## config.mk

```make
export PLATFORM = sky130hd
export DESIGN_NAME = hsbp_back
export DESIGN_NICKNAME = d
export VERILOG_FILES = /design/src/hsbp_pkg.sv /design/src/hsbp_back.sv
export SDC_FILE = /design/constraint.sdc
export NUM_CORES = 1
export LEC_CHECK = 0
export BUFFER_PORTS_ARGS = -buffer_cell sky130_fd_sc_hd__buf_2
export CORE_AREA = 5 5 125 127
export DETAILED_ROUTE_END_ITERATION = 8
export DIE_AREA = 0 0 130 132
export PLACE_DENSITY = 0.8
export SETUP_SLACK_MARGIN = 0.15
export SLEW_MARGIN = 40
export SYNTH_ARGS = -nofsm -noshare
export SYNTH_HDL_FRONTEND = slang
export SYNTH_SLANG_ARGS = --single-unit
```

## constraint.sdc

```tcl
create_clock -name clk -period 7.8 [get_ports clk]
set_input_delay 1.56 -clock clk [delete_from_list [all_inputs] [get_ports clk]]
set_output_delay 1.56 -clock clk [all_outputs]
set_load 0.05 [all_outputs]
```

## src/hsbp_pkg.sv

```systemverilog
// hsbp_pkg: shared types and constants of the huffman stream bit packer
// no dependencies; imported by every module of the block
`default_nettype none

package hsbp_pkg;

	localparam int TABLE_DEPTH = 128;
	localparam int SYM_W       = 7;
	localparam int CODE_W      = 32;
	localparam int LEN_W       = 6;
	localparam int BYTE_W      = 8;
	localparam int HDR_BITS    = 16;
	localparam int NBITS_W     = 7;
	localparam int FIFO_DEPTH  = 4;
	localparam int FIFO_PTR_W  = 2;

	localparam logic [2:0] FUNC_LOAD   = 3'd0;
	localparam logic [2:0] FUNC_RAW    = 3'd1;
	localparam logic [2:0] FUNC_EMIT   = 3'd2;
	localparam logic [2:0] FUNC_ENCODE = 3'd3;
	localparam logic [2:0] FUNC_FINISH = 3'd4;

	localparam logic [1:0] STATUS_OK       = 2'd0;
	localparam logic [1:0] STATUS_NO_CODE  = 2'd1;
	localparam logic [1:0] STATUS_TOO_LONG = 2'd2;

	typedef enum logic [1:0] {
		JOB_PUSH,
		JOB_STATUS,
		JOB_FINISH
	} job_kind_t;

	typedef struct packed {
		job_kind_t           kind;
		logic [1:0]          status;
		logic [NBITS_W-1:0]  nbits;
	} job_ctl_t;

endpackage

`default_nettype wire

```

## src/hsbp_back.sv

```systemverilog
// hsbp_back: bit accumulator, byte packer and output register
// depends on hsbp_pkg
`default_nettype none

module hsbp_back import hsbp_pkg::*; #(
	parameter int DATA_W = 48
) (
	input  wire logic              clk,
	input  wire logic              arst_n,
	input  wire logic              job_valid,
	output logic                   job_ready,
	input  wire job_ctl_t          job_ctl,
	input  wire logic [DATA_W-1:0] job_data,
	output logic                   out_valid,
	input  wire logic              out_ready,
	output logic [BYTE_W-1:0]      out_byte,
	output logic                   byte_valid,
	output logic                   last,
	output logic [1:0]             status
);

	logic               act_q;
	job_kind_t          kind_q;
	logic [1:0]         jstat_q;
	logic [NBITS_W-1:0] rem_q;
	logic [DATA_W-1:0]  data_q;
	logic [6:0]         pbits_q;
	logic [2:0]         pcnt_q;

	logic               out_valid_q;
	logic [BYTE_W-1:0]  out_byte_q;
	logic               byte_valid_q;
	logic               last_q;
	logic [1:0]         status_q;

	logic [3:0]         avail;
	logic [3:0]         take;
	logic               full;
	logic [15:0]        merged;
	logic [NBITS_W-1:0] rem_next;
	logic [BYTE_W-1:0]  pad_byte;
	logic               out_free;
	logic               step;
	logic               word_out;

	assign job_ready  = !act_q;
	assign out_valid  = out_valid_q;
	assign out_byte   = out_byte_q;
	assign byte_valid = byte_valid_q;
	assign last       = last_q;
	assign status     = status_q;

	// bits taken this cycle: up to what completes the pending byte
	assign avail    = 4'd8 - {1'b0, pcnt_q};
	assign take     = (rem_q < NBITS_W'(avail)) ? rem_q[3:0] : avail;
	assign full     = (take == avail);
	assign merged   = {1'b0, pbits_q, data_q[DATA_W-1 -: BYTE_W]} << take;
	assign rem_next = rem_q - NBITS_W'(take);
	assign pad_byte = {1'b0, pbits_q} << avail[2:0];
	assign out_free = !out_valid_q || out_ready;
	assign step     = act_q && out_free;
	assign word_out = step && (kind_q == JOB_STATUS || kind_q == JOB_FINISH
		|| (kind_q == JOB_PUSH && full));

	always_ff @(posedge clk or negedge arst_n) begin
		if (!arst_n) begin
			act_q        <= 1'b0;
			kind_q       <= JOB_PUSH;
			jstat_q      <= STATUS_OK;
			rem_q        <= '0;
			data_q       <= '0;
			pbits_q      <= '0;
			pcnt_q       <= '0;
			out_valid_q  <= 1'b0;
			out_byte_q   <= '0;
			byte_valid_q <= 1'b0;
			last_q       <= 1'b0;
			status_q     <= STATUS_OK;
		end else begin
			if (word_out) out_valid_q <= 1'b1;
			else if (out_ready) out_valid_q <= 1'b0;
			if (!act_q) begin
				if (job_valid) begin
					act_q   <= 1'b1;
					kind_q  <= job_ctl.kind;
					jstat_q <= job_ctl.status;
					rem_q   <= job_ctl.nbits;
					data_q  <= job_data;
				end
			end else if (step) begin
				case (kind_q)
					JOB_STATUS: begin
						out_byte_q   <= '0;
						byte_valid_q <= 1'b0;
						last_q       <= 1'b1;
						status_q     <= jstat_q;
						act_q        <= 1'b0;
					end
					JOB_FINISH: begin
						byte_valid_q <= 1'b1;
						status_q     <= STATUS_OK;
						if (pcnt_q != '0) begin
							// padded byte now, then the pad count as an ordinary byte
							out_byte_q <= pad_byte;
							last_q     <= 1'b0;
							pbits_q    <= '0;
							pcnt_q     <= '0;
							kind_q     <= JOB_PUSH;
							rem_q      <= NBITS_W'(BYTE_W);
							data_q     <= {5'b00000, avail[2:0], {(DATA_W-BYTE_W){1'b0}}};
						end else begin
							out_byte_q <= '0;
							last_q     <= 1'b1;
							act_q      <= 1'b0;
						end
					end
					JOB_PUSH: begin
						data_q <= data_q << take;
						rem_q  <= rem_next;
						if (rem_next == '0) act_q <= 1'b0;
						if (full) begin
							out_byte_q   <= merged[15:8];
							byte_valid_q <= 1'b1;
							last_q       <= (rem_next < NBITS_W'(BYTE_W));
							status_q     <= STATUS_OK;
							pbits_q      <= '0;
							pcnt_q       <= '0;
						end else begin
							pbits_q <= merged[14:8];
							pcnt_q  <= pcnt_q + take[2:0];
						end
					end
					default: begin
						act_q <= 1'b0;
					end
				endcase
			end
		end
	end

endmodule

`default_nettype wire

```

==> metrics.yaml <==
status: "complete, no violations"
hold_class: "reg2reg"
first_iter_violations: 1425
max_freq_mhz: 168.5
fin_util_pct: 60.79
setup_viol: 0
clock-sinks: 83
wl_met2_microns: 12510
cts_root_buffer: "clkbuf_16"
fill_cells: 1281
finalCritPeriodShare_pct: 76.07
io_buffer_count: 76
tightestPinTransition_ns: 0.8254
numCtsBuffers: 9
syn_area_per_cell_sq_um: 8.020
syn_inst: 1000
grt_pass1_wl_microns: 44100
drt_wl_total_microns: 27450
die_w_microns: 130
synth_nets: 1073
ant_nets: 0
gp_congestion: 0.9396
diodes: 0
grt_use_total_pct: 31.63
seqCellArea_sq_um: 2077
clockBufferDepth: 2
slew_violations: 0
drv_cap: 0
area_delta_synth_final_pct: 8.487
core_area_sq_um: 14310
path_class: "reg2reg"
synth_edf_count: 0
synthArstFlopShare_pct: 100.0
rsz0062_at_grt: "no"
wire_per_inst_microns: 23.01
multi_input_area_sq_um: 5434
insertion_delay_ns: 0.36
htreeDepth: 3
fin_crit_ns: 5.933
finalHoldViolCount: 0
hold_ws_ns: 0.4687
path_max_fanout: 61
startpoint_type: "flip-flop"
cts_tree: "built"
synth.distinct_cells: 78
clkTransAtPathRegs_ns: 0.07
syn_area_sq_um: 8020
critPathRequiredTime_ns: 8.01
met1_length_microns: 10520
seq_area_frac_synth_pct: 25.90
rows: 44
dr.pass1.iters: 6
cp.arrival_ns: 6.14
grt_max_degree: 83
ios: 77
setup_tns_ns: 0
yosys_warnings: 0
slew_headroom_pct: 44.97
vias_per_cell: 7.332
ys_ff_latch: 83
antenna_found_initial: 0
top_layer: "met4"
die-area_sq_um: 17160
die_h_microns: 132
cts_setup_buffers: 0
end_kind: "flip-flop"
final_nets: 1077
grt_overflow: 0
drc: 0
cts-resized-gates: 0
start_util_pct: 56.03
vias: 8747
skew_ns: 0.009743
drive_above_1_share_pct: 14.37
ys.flop_type: "dfrtp_1"
met3_wirelength_microns: 3135
cts_hold_buffers: 0
hpwl_microns: 18560
grt_pass1_vias: 8258
[synthesized netlist by cell type (4+ instances only)]
library cell  instances  area [sq um]
o211ai_1             90         675.7
mux2i_1              89         890.9
nor2_1               87         326.6
o21ai_0              84         420.4
dfrtp_1              83          2077
nand2_1              70         262.8
clkbuf_1             62         232.7
nand3_1              60         300.3
a21oi_1              56         280.3
a31oi_1              22         137.6
a221oi_1             19         166.4
inv_1                19         71.32
buf_2                16         80.08
o22a_1               14         122.6
o22ai_1              14         87.58
nor3_1               12         60.06
a2bb2oi_1            10         87.58
ha_1                 10         125.1
mux2_2               10         112.6
nand2b_1             10         62.56
buf_1                 9         33.78
mux4_2                9         202.7
o31ai_1               8         60.06
a22oi_1               7         52.55
and2_1                7         43.79
a21o_1                6         45.04
buf_6                 6         67.56
nor2b_1               6         37.54
o221ai_1              6         52.55
a211oi_1              5         37.54
and3_1                5         31.28
buf_4                 5         37.54
a211o_1               4         35.03
a311oi_1              4         35.03
a32oi_1               4         35.03
o21a_1                4         30.03
o31a_1                4         35.03
xnor2_1               4         35.03
[cell families (layout without fill, tap and decap cells)]
logic type	count (synthesis)	after routing	share of synthesized area [%]
compound gates	396	396	33.96
xor+xnor	5	5	0.5460
fa+ha+maj	10	10	1.560
buf+inv	121	130	6.739
flops	83	83	25.90
mux	108	108	15.04
simple gates	277	277	16.26
[registers in the layout, summed over array words and instances (netlist names)]
register	cells
pcnt_q	3
jstat_q	2
act_q	1
rem_q	7
data_q	48
byte_valid	1
last	1
out_byte	8
kind_q	2
status	2
pbits_q	7
out_valid	1
[layer usage]
metal / track usage [%] / vias to the layer above
li1: - / 3854
met1: 43.23 / 4089
met2: 48.48 / 690
met3: 5.875 / 114
met4: 14.20 / 0
met5: 0 / -
[layout make-up]
type,count,area share [%]
multi-input cells,796,62.45
flip-flops and latches,83,23.87
repair buffers,91,5.925
clock buffers,10,2.747
well taps,184,2.646
clock inverters,6,1.294
inverters,23,1.064
[cell usage in the layout (no fill, tap or decap), types with 4 or more instances in the layout]
| master | instances |
|---|---|
| o211ai_1 | 90 |
| mux2i_1 | 88 |
| nor2_1 | 87 |
| dfrtp_1 | 83 |
| o21ai_0 | 82 |
| buf_2 | 75 |
| nand2_1 | 70 |
| nand3_1 | 60 |
| a21oi_1 | 54 |
| a31oi_1 | 22 |
| inv_1 | 19 |
| a221oi_1 | 19 |
| buf_4 | 15 |
| o22a_1 | 14 |
| o22ai_1 | 14 |
| nor3_1 | 12 |
| nand2b_1 | 10 |
| mux2_2 | 10 |
| a2bb2oi_1 | 10 |
| ha_1 | 10 |
| mux4_2 | 9 |
| clkbuf_16 | 9 |
| o31ai_1 | 8 |
| and2_1 | 7 |
| a22oi_1 | 7 |
| a21o_1 | 6 |
| o221ai_1 | 6 |
| nor2b_1 | 5 |
| a211oi_1 | 5 |
| and3_1 | 5 |
| o21a_1 | 4 |
| o21ai_1 | 4 |
| xnor2_1 | 4 |
| a211o_1 | 4 |
| o31a_1 | 4 |
| a311oi_1 | 4 |
| a32oi_1 | 4 |
[per-stage QoR]
| step | setup WS [ns] | instance area (sq um) | instances |
|---|---|---|---|
| finish | 1.867 | 8701 | 1193 |
| global route | 1.393 | 8701 | 1193 |
| CTS | 1.929 | 8693 | 1193 |
| detailed placement | 1.948 | 8342 | 1177 |
| global placement | 2.117 | 8309 | 1176 |
| floorplan | 3.359 | 8020 | 1000 |
[final timing paths]
check | cells past startpoint | to | startpoint | slack [ns]
min in group asynchronous | 1 | status[1]$_DFFE_PN0P_ | arst_n | 1.19
setup / recovery | 16 | act_q$_DFF_PN0_ | pcnt_q[0]$_DFFE_PN0P_ | 1.87
hold reg to reg | 2 | status[0]$_DFFE_PN0P_ | status[0]$_DFFE_PN0P_ | 0.47
hold / removal | 2 | status[0]$_DFFE_PN0P_ | status[0]$_DFFE_PN0P_ | 0.47
max in group asynchronous | 2 | data_q[7]$_DFFE_PN0P_ | arst_n | 5.61
setup reg to reg | 16 | act_q$_DFF_PN0_ | pcnt_q[0]$_DFFE_PN0P_ | 1.87
[critical path: stages, from the launching register on]
cell,delay (ns)
dfrtp_1,0.71
clkinv_1,0.35
nand3_1,0.30
ha_1,0.16
buf_4,0.41
nand2b_1,0.18
a2111oi_1,0.63
a211o_2,0.73
inv_6,0.41
ha_1,0.35
nor2b_1,0.12
o211ai_1,0.09
a211o_1,0.33
o21a_1,0.21
xnor2_1,0.15
nor4b_1,0.49
a31oi_1,0.15
Power is left out: the tool's default activity adds up to more than one toggle a clock period on the data nets, which glitch-free logic cannot reach.
