## src/hsbp_pkg.sv

```systemverilog
// hsbp_pkg: shared types and constants of the huffman stream bit packer
// no dependencies; imported by every module of the block
`default_nettype none

package hsbp_pkg;

	localparam int TABLE_DEPTH = 128;
	localparam int SYM_W       = 7;
	localparam int CODE_W      = 32;
	localparam int LEN_W       = 6;
	localparam int BYTE_W      = 8;
	localparam int HDR_BITS    = 16;
	localparam int NBITS_W     = 7;
	localparam int FIFO_DEPTH  = 4;
	localparam int FIFO_PTR_W  = 2;

	localparam logic [2:0] FUNC_LOAD   = 3'd0;
	localparam logic [2:0] FUNC_RAW    = 3'd1;
	localparam logic [2:0] FUNC_EMIT   = 3'd2;
	localparam logic [2:0] FUNC_ENCODE = 3'd3;
	localparam logic [2:0] FUNC_FINISH = 3'd4;

	localparam logic [1:0] STATUS_OK       = 2'd0;
	localparam logic [1:0] STATUS_NO_CODE  = 2'd1;
	localparam logic [1:0] STATUS_TOO_LONG = 2'd2;

	typedef enum logic [1:0] {
		JOB_PUSH,
		JOB_STATUS,
		JOB_FINISH
	} job_kind_t;

	typedef struct packed {
		job_kind_t           kind;
		logic [1:0]          status;
		logic [NBITS_W-1:0]  nbits;
	} job_ctl_t;

endpackage

`default_nettype wire

```

## src/hsbp_job_fifo.sv

```systemverilog
// hsbp_job_fifo: short queue of packed jobs between front and back
// depends on hsbp_pkg for its depth
`default_nettype none

module hsbp_job_fifo import hsbp_pkg::*; #(
	parameter int WIDTH = 59
) (
	input  wire logic             clk,
	input  wire logic             arst_n,
	input  wire logic             push_valid,
	output logic                  push_ready,
	input  wire logic [WIDTH-1:0] push_data,
	output logic                  pop_valid,
	input  wire logic             pop_ready,
	output logic [WIDTH-1:0]      pop_data
);

	logic [WIDTH-1:0]      slot_q [FIFO_DEPTH];
	logic [FIFO_PTR_W-1:0] wr_ptr_q;
	logic [FIFO_PTR_W-1:0] rd_ptr_q;
	logic [FIFO_PTR_W:0]   count_q;
	logic                  do_push;
	logic                  do_pop;

	assign push_ready = (count_q != (FIFO_PTR_W+1)'(FIFO_DEPTH));
	assign pop_valid  = (count_q != '0);
	assign pop_data   = slot_q[rd_ptr_q];
	assign do_push    = push_valid && push_ready;
	assign do_pop     = pop_valid && pop_ready;

	always_ff @(posedge clk) begin
		if (do_push) slot_q[wr_ptr_q] <= push_data;
	end

	always_ff @(posedge clk or negedge arst_n) begin
		if (!arst_n) begin
			wr_ptr_q <= '0;
			rd_ptr_q <= '0;
			count_q  <= '0;
		end else begin
			if (do_push) wr_ptr_q <= wr_ptr_q + 1'b1;
			if (do_pop)  rd_ptr_q <= rd_ptr_q + 1'b1;
			if (do_push && !do_pop) count_q <= count_q + 1'b1;
			else if (do_pop && !do_push) count_q <= count_q - 1'b1;
		end
	end

endmodule

`default_nettype wire

```

## config.mk

```make
export PLATFORM = sky130hd
export DESIGN_NAME = hsbp_job_fifo
export DESIGN_NICKNAME = d
export VERILOG_FILES = /design/src/hsbp_pkg.sv /design/src/hsbp_job_fifo.sv
export SDC_FILE = /design/constraint.sdc
export NUM_CORES = 1
export LEC_CHECK = 0
export BUFFER_PORTS_ARGS = -buffer_cell sky130_fd_sc_hd__buf_2
export CELL_PAD_IN_SITES_DETAIL_PLACEMENT = 2
export CELL_PAD_IN_SITES_GLOBAL_PLACEMENT = 2
export CORE_MARGIN = 2
export CORE_UTILIZATION = 41
export CTS_CLUSTER_DIAMETER = 50
export DETAILED_ROUTE_END_ITERATION = 6
export HOLD_SLACK_MARGIN = 0.12
export PLACE_DENSITY = 0.8
export SYNTH_ARGS = -nofsm -noshare
export SYNTH_HDL_FRONTEND = slang
export SYNTH_SLANG_ARGS = --single-unit
```

## constraint.sdc

```tcl
create_clock -name clk -period 2.58 [get_ports clk]
set_input_delay 0.387 -clock clk [delete_from_list [all_inputs] [get_ports clk]]
set_output_delay 0.387 -clock clk [all_outputs]
set_load 0.05 [all_outputs]
```

==> results of run 1 <==
-- critical path, delay by kind of cell (launching register included) --
family,cells,cell delay (ns)
buffers and inverters,2,0.51
flip-flops,1,0.44
multiplexers,1,0.59
-- cell families (layout without fill, tap and decap cells) --
family	count (synthesis)	in the layout	share of synthesized area, %
xor+xnor	6	6	0.5845
mux	61	61	15.07
buf+inv	17	247	1.962
flops	243	243	80.77
compound gates	1	1	0.1252
simple gates	10	10	0.5706
fa+ha+maj	6	6	0.9185
-- path summary, 6_finish.rpt --
check	from	to	cells past startpoint
setup / recovery	rd_ptr_q[0]$_DFFE_PN0P_	pop_data[41]	3
hold / removal	pop_ready	rd_ptr_q[0]$_DFFE_PN0P_	3
setup reg to reg	count_q[1]$_DFFE_PN0P_	count_q[2]$_DFFE_PN0P_	8
hold reg to reg	count_q[2]$_DFFE_PN0P_	count_q[2]$_DFFE_PN0P_	1
max in group asynchronous	arst_n	rd_ptr_q[0]$_DFFE_PN0P_	2
min in group asynchronous	arst_n	count_q[2]$_DFFE_PN0P_	2
-- metrics by stage --
stage | utilization, % | hold slack, ns
global route | 52.60 | 0.1921
finish | 52.60 | 0.1957
detailed placement | 45.91 | 0.2364
global placement | 45.91 | 0.2350
CTS | 52.60 | 0.1716
floorplan | - | 0.09141
-- routing by layer --
metal,wire length (um),vias up
met2,11070,118
met5,0,-
met3,746,21
met4,270,0
met1,7955,2248
li1,-,1889
-- where the power goes --
part           internal (mW)  switching (mW)
Combinational           1.77            3.97
Clock                   2.13            1.47
Sequential              5.23           0.254
Total                   9.14            5.69
-- flip-flops by register name (all words and copies together), names as in the netlist --
| signal | flops |
|---|---|
| slot_q | 236 |
| count_q | 3 |
| rd_ptr_q | 2 |
| wr_ptr_q | 2 |
-- layout by cell type, fill, tap and decap left out, drive strengths merged --
cell,Yosys,layout
nor2,2,2
dfrtp,7,7
mux2,2,2
or3,1,1
xor2,2,2
bufinv,0,1
dlygate4sd3,0,60
mux4,59,59
and2,4,4
clkinvlp,0,2
a21boi,1,1
clkinv,0,14
nand3,1,1
nand2,2,2
ha,5,5
xnor2,4,4
edfxtp,236,236
clkbuf,1,33
fa,1,1
buf,13,133
inv,3,4
-- final cells by class --
type	count	area, um2
Tap cell	280	350.3
Clock buffer	33	740.7
Sequential cell	243	7267
Timing Repair Buffer	193	1366
Multi-Input combinational cell	84	1563
Clock inverter	18	110.1
Inverter	3	11.26
Fill cell	1848	10280
==> flow_metrics.py, run 1 <==
metrics = {
    "setup_path": {
        "critPathArrivalTime_ns": 2.07,
        "cp_max_fo": 30,
        "reg2reg_slack_ns": 0.40,
        "worst_path_largest_cell_delay_ns": 0.59,
        "worstSetupStartpointType": "register",
        "end_kind": "output port",
        "slowest_stage": "mux4_2",
        "path_class": "register to output port",
        "worstPathRequired_ns": 2.19,
        "worstPathCellList": "buf_12, mux4_2, buf_2",
    },
    "final_layout": {
        "drive_above_1_share_pct": 41.11,
        "final_area_um2": 11410,
        "layout.cells.non_filler": 854,
        "layout.nets": 622,
        "syn_to_final_growth_pct": 26.89,
        "antennaDiodeCount": 0,
    },
    "floorplan": {
        "rows": 54,
        "ioPinCount": 124,
        "die-area_um2": 23130,
        "initial_core_util_pct": 41.46,
        "coreArea_um2": 21690,
        "die_x_um": 152.1,
        "die_h_um": 152.1,
    },
    "job": {
        "maxCapViolations": 0,
    },
    "logic_synthesis": {
        "syn_avg_cell_area_um2": 26.14,
        "synth_top_area_share_pct": 78.82,
        "syn-instance-count": 344,
        "ys_types": 20,
        "yosys.area.top_type": "edfxtp_1",
        "yosys-top-cells-area": "edfxtp_1 (79%), mux4_2 (15%), dfrtp_1 (1.9%)",
        "yosys_register_bits": 243,
        "ys.flop_type": "edfxtp_1",
        "async_reset_ff_share_pct": 2.881,
        "synth_edf_count": 236,
        "synthTopCellsByCount": "edfxtp_1 (236), mux4_2 (58), dfrtp_1 (7)",
        "yosysWarnings": 0,
        "syn-num-nets": 413,
        "synth_area_um2": 8991,
        "yosysSeqAreaShare_pct": 80.77,
        "yosysMostFrequentCell": "edfxtp_1",
    },
    "outcome": {
        "status": "finished, final reports clean",
    },
    "global_routing": {
        "top_usage_layer": "met2",
        "grt_pass1_vias": 5092,
        "grt_pass1_wl_mm": 31.10,
        "met3_usage_pct": 2.995,
        "antenna_found_initial": 0,
        "use_met1_pct": 21.74,
        "use_met2_pct": 32.95,
        "gr-total-overflow": 0,
        "grt_usage_pct": 17.70,
        "grt_max_degree": 61,
    },
    "power_and_ir_drop": {
        "ir_drop_mv": 0.6123,
        "power_density_nw_per_um2": 1300,
        "p_leak_nw": 3.955,
        "total_power_mw": 14.83,
    },
    "sta": {
        "grt_setup_unrepaired": "no",
        "hold_viol_final": 0,
        "slew_headroom_pct": 66.15,
        "period_share_pct": 95.31,
        "fmax_ghz": 0.4067,
        "skew_ns": 0.009415,
        "slew_violations": 0,
        "fin_ws_ns": 0.1209,
        "tns_ns": 0,
        "fin_crit_ns": 2.459,
        "worst_pin_slew_ns": 0.5078,
        "finalSetupViolCount": 0,
    },
    "clock_tree": {
        "cts_tree": "built",
        "root_buffer": "clkbuf_16",
        "clockBufferDepth": 3,
        "clk_pin_slew_worst_paths_ns": 0.06,
        "cts-resized-gates": 0,
        "cts_hold_buf": 60,
        "numCtsBuffers": 28,
        "postCtsSetupBuffers": 0,
        "htree_num_levels": 1,
        "clock_latency_ns": 0.52,
        "cts_sinks": 243,
    },
    "drt": {
        "routedWlPerCell_um": 23.46,
        "routed_wl_mm": 20.04,
        "vias": 4276,
        "ant_nets": 0,
        "drt_first_pass_iters": 4,
        "drc_errors": 0,
        "drt_iter0_drc": 162,
        "drt-vias-per-instance": 5.007,
    },
    "placement": {
        "io_buffers": 123,
        "dp_slack_ns": 0.3953,
        "gp_congestion": 0.6918,
        "place_area_um2": 9957,
        "dpl.hpwl_mm": 11.98,
        "placedCellCount": 743,
    },
    "min_path": {
        "min_path_type": "primary input to register",
    },
}
Power figures use the tool's default switching activity.
==> run 2, diff against run 1 <==
==> config.mk (replaced) <==
export PLATFORM = sky130hd
export DESIGN_NAME = hsbp_job_fifo
export DESIGN_NICKNAME = d
export VERILOG_FILES = /design/src/hsbp_pkg.sv /design/src/hsbp_job_fifo.sv
export SDC_FILE = /design/constraint.sdc
export NUM_CORES = 1
export LEC_CHECK = 0
export ABC_AREA = 1
export BUFFER_PORTS_ARGS = -buffer_cell sky130_fd_sc_hd__clkbuf_2
export CELL_PAD_IN_SITES_DETAIL_PLACEMENT = 2
export CELL_PAD_IN_SITES_GLOBAL_PLACEMENT = 2
export CORE_MARGIN = 2
export CORE_UTILIZATION = 36
export CTS_CLUSTER_DIAMETER = 50
export DETAILED_ROUTE_END_ITERATION = 6
export GPL_TIMING_DRIVEN = 0
export HOLD_SLACK_MARGIN = 0.12
export PLACE_DENSITY = 0.79
export SYNTH_ARGS = -nofsm -noshare
export SYNTH_HDL_FRONTEND = slang
export SYNTH_SLANG_ARGS = --single-unit
==> run 2 against run 1 <==
Sequential power decreased by 1%. Final area grew 12%. Combinational power is 36% higher. Count of clock-buffer cells in the layout grew 5. Critical path type unchanged. Critical endpoint is now pop_data[15]. Largest cell class unchanged.
==> flow_metrics.py, run 2 <==
metrics = {
    "clock_tree": {
        "postCtsSetupBuffers": 0,
        "clock_latency_ns": 0.55,
        "htree_num_levels": 1,
        "clockBufferDepth": 3,
        "cts_sinks": 243,
        "root_buffer": "clkbuf_16",
        "numCtsBuffers": 30,
        "cts_tree": "built",
        "clk_pin_slew_worst_paths_ns": 0.06,
    },
    "logic_synthesis": {
        "synth_edf_count": 236,
        "ys.flop_type": "edfxtp_1",
        "yosys_register_bits": 243,
        "yosysMostFrequentCell": "edfxtp_1",
        "ys_types": 17,
        "synthTopCellsByCount": "edfxtp_1 (236), nand2_1 (194), inv_1 (132)",
        "yosys.area.top_type": "edfxtp_1",
        "yosysSeqAreaShare_pct": 72.93,
        "syn-instance-count": 748,
        "syn-num-nets": 817,
        "yosysWarnings": 0,
        "yosys-top-cells-area": "edfxtp_1 (71%), o211ai_1 (7.9%), nand2_1 (7.3%)",
        "synth_top_area_share_pct": 71.17,
        "async_reset_ff_share_pct": 2.881,
        "syn_avg_cell_area_um2": 13.31,
        "synth_area_um2": 9957,
    },
    "sta": {
        "slew_headroom_pct": 45.59,
        "fin_crit_ns": 2.463,
        "fmax_ghz": 0.4060,
        "worst_pin_slew_ns": 0.8142,
        "grt_setup_unrepaired": "no",
        "period_share_pct": 95.46,
        "finalSetupViolCount": 0,
        "skew_ns": 0.01249,
        "slew_violations": 0,
        "fin_ws_ns": 0.1172,
        "hold_viol_final": 0,
    },
    "setup_path": {
        "cp_top_family": "buffers and inverters",
        "critPathArrivalTime_ns": 2.08,
        "slowest_stage": "dfrtp_1",
        "worstPathRequired_ns": 2.19,
        "worstPathCellList": "buf_2, inv_2, buf_4, o211ai_1, nand2_1, clkbuf_2",
        "worst_path_largest_cell_delay_ns": 0.36,
        "crit_buf_inv": 4,
        "path_class": "register to output port",
        "worstSetupStartpointType": "register",
        "end_kind": "output port",
        "cp_max_fo": 10,
    },
    "placement": {
        "place_area_um2": 11200,
        "io_buffers": 123,
        "dpl.hpwl_mm": 18.07,
        "dp_slack_ns": 0.2247,
        "gp_congestion": 0.6709,
    },
    "floorplan": {
        "die-area_um2": 29010,
        "coreArea_um2": 27030,
        "initial_core_util_pct": 36.84,
        "die_h_um": 170.3,
        "die_x_um": 170.3,
        "ioPinCount": 124,
        "rows": 60,
    },
    "global_routing": {
        "grt_pass1_vias": 7570,
        "grt_max_degree": 28,
        "gr-total-overflow": 0,
        "grt_pass1_wl_mm": 43.31,
        "antenna_found_initial": 2,
        "grt_usage_pct": 19.72,
    },
    "power_and_ir_drop": {
        "total_power_mw": 17.31,
        "ir_drop_mv": 0.7505,
        "p_leak_nw": 5.255,
        "power_density_nw_per_um2": 1351,
    },
    "drt": {
        "routed_wl_mm": 27.92,
        "drc_errors": 0,
        "drt_iter0_drc": 266,
        "vias": 6543,
        "routedWlPerCell_um": 20.85,
        "ant_nets": 0,
        "drt-vias-per-instance": 4.886,
        "drt_first_pass_iters": 4,
    },
    "final_layout": {
        "regMostFlops": "slot_q",
        "layout.cells.most_common_list": "edfxtp_1 (236), nand2_1 (194), inv_1 (132)",
        "syn_to_final_growth_pct": 28.70,
        "drive_above_1_share_pct": 23.39,
        "largest_reg_flops": 236,
        "final_area_um2": 12810,
        "final_common_cell": "edfxtp_1",
        "fillers": 2650,
        "layout.nets": 1042,
        "reg.largest.list": "slot_q: 236 flops, count_q: 3 flops",
    },
    "min_path": {
        "min_path_type": "primary input to async pin",
    },
    "job": {
        "maxCapViolations": 0,
    },
    "outcome": {
        "status": "finished, final reports clean",
    },
}
-- run 2: worst paths after layout --
check                                              from                 endpoint  slack, ns  cells past startpoint
worst max-delay path            rd_ptr_q[1]$_DFFE_PN0P_             pop_data[15]       0.12                      6
worst min register to register   count_q[2]$_DFFE_PN0P_   count_q[2]$_DFFE_PN0P_       0.54                      2
worst max register to register   count_q[0]$_DFFE_PN0P_  slot_q[2][14]$_DFFE_PP_       0.31                      5
worst min-delay path                             arst_n  wr_ptr_q[1]$_DFFE_PN0P_       0.22                      2
min in group clk                 count_q[2]$_DFFE_PN0P_   count_q[2]$_DFFE_PN0P_       0.54                      2
max in group asynchronous                        arst_n   count_q[0]$_DFFE_PN0P_       2.17                      2
-- run 2: repair_timing --
item	4_1_cts	5_1_grt
endpoints found under the hold margin	246	0
endpoints found under the setup margin	6	23
hold buffers	62	0
resized for setup	2	10
-- run 2: logic make-up (layout without fill, tap and decap cells) --
kind of cell               count (synthesis)  in the layout  share of synthesized area, %
other                                      0              2                             0
and+or+nand+nor                          206            206                         7.879
adders and majority gates                  6              6                        0.8294
AOI/OAI and AO/OA                        119            119                         9.600
xor gates and xnor gates                   1              1                       0.08798
DFF                                      243            243                         72.93
buffers and inverters                    173            421                         8.671
-- run 2: stage by stage --
step                hold slack [ns]  util, %  TNS [ns]  std cells
floorplan                   0.09141        -         0        748
global placement             0.2429    40.83   -112.22       1212
detailed placement           0.2418    41.45         0       1220
CTS                          0.1868    47.36  -0.01001       1337
global route                 0.2132    47.42         0       1339
finish                       0.2239    47.42         0       1339
-- run 2: metal layers --
| metal | GRT usage (%) | vias to the layer above | share of wire (%) |
|---|---|---|---|
| met4 | 5.500 | 0 | 2.2 |
| met5 | 0 | - | 0 |
| li1 | - | 3053 | - |
| met3 | 2.837 | 44 | 3.7 |
| met1 | 23.34 | 3313 | 40 |
| met2 | 37.12 | 133 | 54 |
-- run 2: layout make-up --
cell class	instances	area, um2	share of cell area (%)
tap	341	426.7	3.329
inverter	134	503.0	3.925
sequential	243	7262	56.67
clock inverter	17	191.4	1.494
multi-input combinational	332	1867	14.57
buffer	39	372.9	2.910
timing repair buffer	193	1406	10.97
antenna	2	5.005	0.03905
clock buffer	38	780.7	6.093
-- run 2: power breakdown --
part	total [mW]	switching, mW	internal (mW)
registers	5.43	0.233	5.19
clock network	4.09	1.63	2.45
logic	7.80	5.80	2.00
total	17.3	7.67	9.65
==> run 3, diff against run 2 <==
--- a/config.mk
+++ b/config.mk
@@ -16,6 +16,7 @@
 export GPL_TIMING_DRIVEN = 0
 export HOLD_SLACK_MARGIN = 0.12
 export PLACE_DENSITY = 0.79
+export RECOVER_POWER = 50
 export SYNTH_ARGS = -nofsm -noshare
 export SYNTH_HDL_FRONTEND = slang
 export SYNTH_SLANG_ARGS = --single-unit
==> run 3 against run 2 <==
Via count is 0.20% higher. Register-to-register slack hardly changed. Fmax hardly changed. Clock power hardly changed. Clock skew hardly changed. Sequential cell count stayed put. Count of clock-buffer cells in the layout stayed put. Sequential power hardly changed. Critical endpoint unchanged.
==> flow_metrics.py, run 3 (synthesis gave the netlist of run 2 again) <==
metrics = {
    "sta": {
        "skew_ns": 0.01253,
        "grt_setup_unrepaired": "no",
        "hold_viol_final": 0,
        "slew_violations": 0,
        "period_share_pct": 95.45,
        "worst_pin_slew_ns": 0.8102,
        "slew_headroom_pct": 45.86,
        "fin_ws_ns": 0.1175,
        "finalSetupViolCount": 0,
        "fmax_ghz": 0.4061,
        "fin_crit_ns": 2.462,
    },
    "drt": {
        "wl_met3_um": 930,
        "met1_length_mm": 11.35,
        "highest_layer": "met4",
        "ant_nets": 0,
        "drt-vias-per-instance": 4.896,
        "drc_errors": 0,
        "wl_met2_mm": 15.03,
        "drt_iter0_drc": 276,
        "drt_first_pass_iters": 4,
        "routed_wl_mm": 27.92,
        "routedWlPerCell_um": 20.85,
        "vias": 6556,
    },
    "final_layout": {
        "fillers": 2676,
        "layout.cells.most_common_list": "edfxtp_1 (236), nand2_1 (194), inv_1 (132)",
        "largest_reg_flops": 236,
        "final_common_cell": "edfxtp_1",
        "reg.largest.list": "slot_q: 236 flops, count_q: 3 flops",
        "drive_above_1_share_pct": 17.17,
        "layout.nets": 1042,
        "layout.cells.non_filler": 1339,
        "utilization_pct": 47.08,
        "seqCellArea_um2": 7262,
        "multi_input_area_um2": 1852,
        "syn_to_final_growth_pct": 27.78,
        "final_area_um2": 12720,
        "regMostFlops": "slot_q",
    },
    "floorplan": {
        "die_x_um": 170.3,
        "rows": 60,
        "coreArea_um2": 27030,
        "ioPinCount": 124,
        "initial_core_util_pct": 36.84,
        "die-area_um2": 29010,
        "die_h_um": 170.3,
    },
    "clock_tree": {
        "cts_tree": "built",
        "postCtsSetupBuffers": 0,
        "numCtsBuffers": 30,
        "clockBufferDepth": 3,
        "cts_sinks": 243,
        "clk_pin_slew_worst_paths_ns": 0.06,
        "root_buffer": "clkbuf_16",
        "clock_latency_ns": 0.55,
        "htree_num_levels": 1,
    },
    "setup_path": {
        "end_kind": "output port",
        "critPathArrivalTime_ns": 2.08,
        "worstSetupStartpointType": "register",
        "path_class": "register to output port",
        "cp_max_fo": 10,
        "worstPathRequired_ns": 2.19,
    },
    "global_routing": {
        "grt_pass1_vias": 7570,
        "grt_pass1_wl_mm": 43.31,
        "grt_usage_pct": 19.72,
        "gr-total-overflow": 0,
        "antenna_found_initial": 2,
        "grt_max_degree": 28,
    },
    "placement": {
        "gp_congestion": 0.6709,
        "place_area_um2": 11200,
        "dpl.hpwl_mm": 18.07,
        "io_buffers": 123,
        "dp_slack_ns": 0.2247,
        "placedCellCount": 1220,
    },
    "min_path": {
        "min_path_type": "primary input to async pin",
    },
    "power_and_ir_drop": {
        "total_power_mw": 17.29,
        "power_density_nw_per_um2": 1359,
        "ir_drop_mv": 0.7512,
        "p_leak_nw": 5.072,
    },
    "outcome": {
        "status": "finished, final reports clean",
    },
    "job": {
        "maxCapViolations": 0,
    },
}
run 3: timing repair:
| item | CTS | global route |
|---|---|---|
| pin swaps | 0 | 0 |
| setup endpoints to repair | 6 | 23 |
| hold buffers | 62 | 0 |
| endpoints found under the hold margin | 246 | 0 |
| resized for setup | 2 | 10 |
| cloned | 0 | 0 |
run 3: per-stage QoR:
stage               TNS (ns)  hold slack [ns]
global placement     -112.22           0.2429
global route               0           0.3058
CTS                 -0.01001           0.1868
finish                     0           0.3002
floorplan                  0          0.09141
detailed placement         0           0.2418
run 3: cell type report:
cell class	instances	share of cell area (%)
Multi-Input combinational cell	332	14.55
Tap cell	341	3.353
Timing Repair Buffer	193	10.45
Sequential cell	243	57.08
Clock inverter	17	1.505
Antenna cell	2	0.03934
Clock buffer	38	6.136
Inverter	134	3.953
Buffer	39	2.930
run 3: final timing paths:
path | start | endpoint | slack [ns] | cells past startpoint
min | arst_n | wr_ptr_q[1]$_DFFE_PN0P_ | 0.30 | 2
max in group asynchronous | arst_n | count_q[0]$_DFFE_PN0P_ | 1.96 | 2
max reg2reg | count_q[0]$_DFFE_PN0P_ | slot_q[2][14]$_DFFE_PP_ | 0.31 | 5
max | rd_ptr_q[1]$_DFFE_PN0P_ | pop_data[15] | 0.12 | 6
min reg2reg | count_q[2]$_DFFE_PN0P_ | count_q[2]$_DFFE_PN0P_ | 0.53 | 2
min in group clk | count_q[2]$_DFFE_PN0P_ | count_q[2]$_DFFE_PN0P_ | 0.53 | 2
run 3: critical path: stages (launching register included):
cell,delay (ns)
dfrtp_1,0.36
buf_2,0.18
inv_2,0.19
buf_4,0.24
o211ai_1,0.15
nand2_1,0.11
clkbuf_2,0.29
run 3: routing by layer:
metal | vias up | track usage (%)
met1 | 3333 | 23.34
met5 | - | 0
met4 | 0 | 5.500
met2 | 130 | 37.12
met3 | 44 | 2.837
li1 | 3049 | -
run 3: where the power goes:
part / internal [mW] / total [mW] / switching, mW
Clock: 2.45 / 4.09 / 1.64
Combinational: 1.98 / 7.77 / 5.79
Sequential: 5.19 / 5.43 / 0.233
Total: 9.63 / 17.3 / 7.66
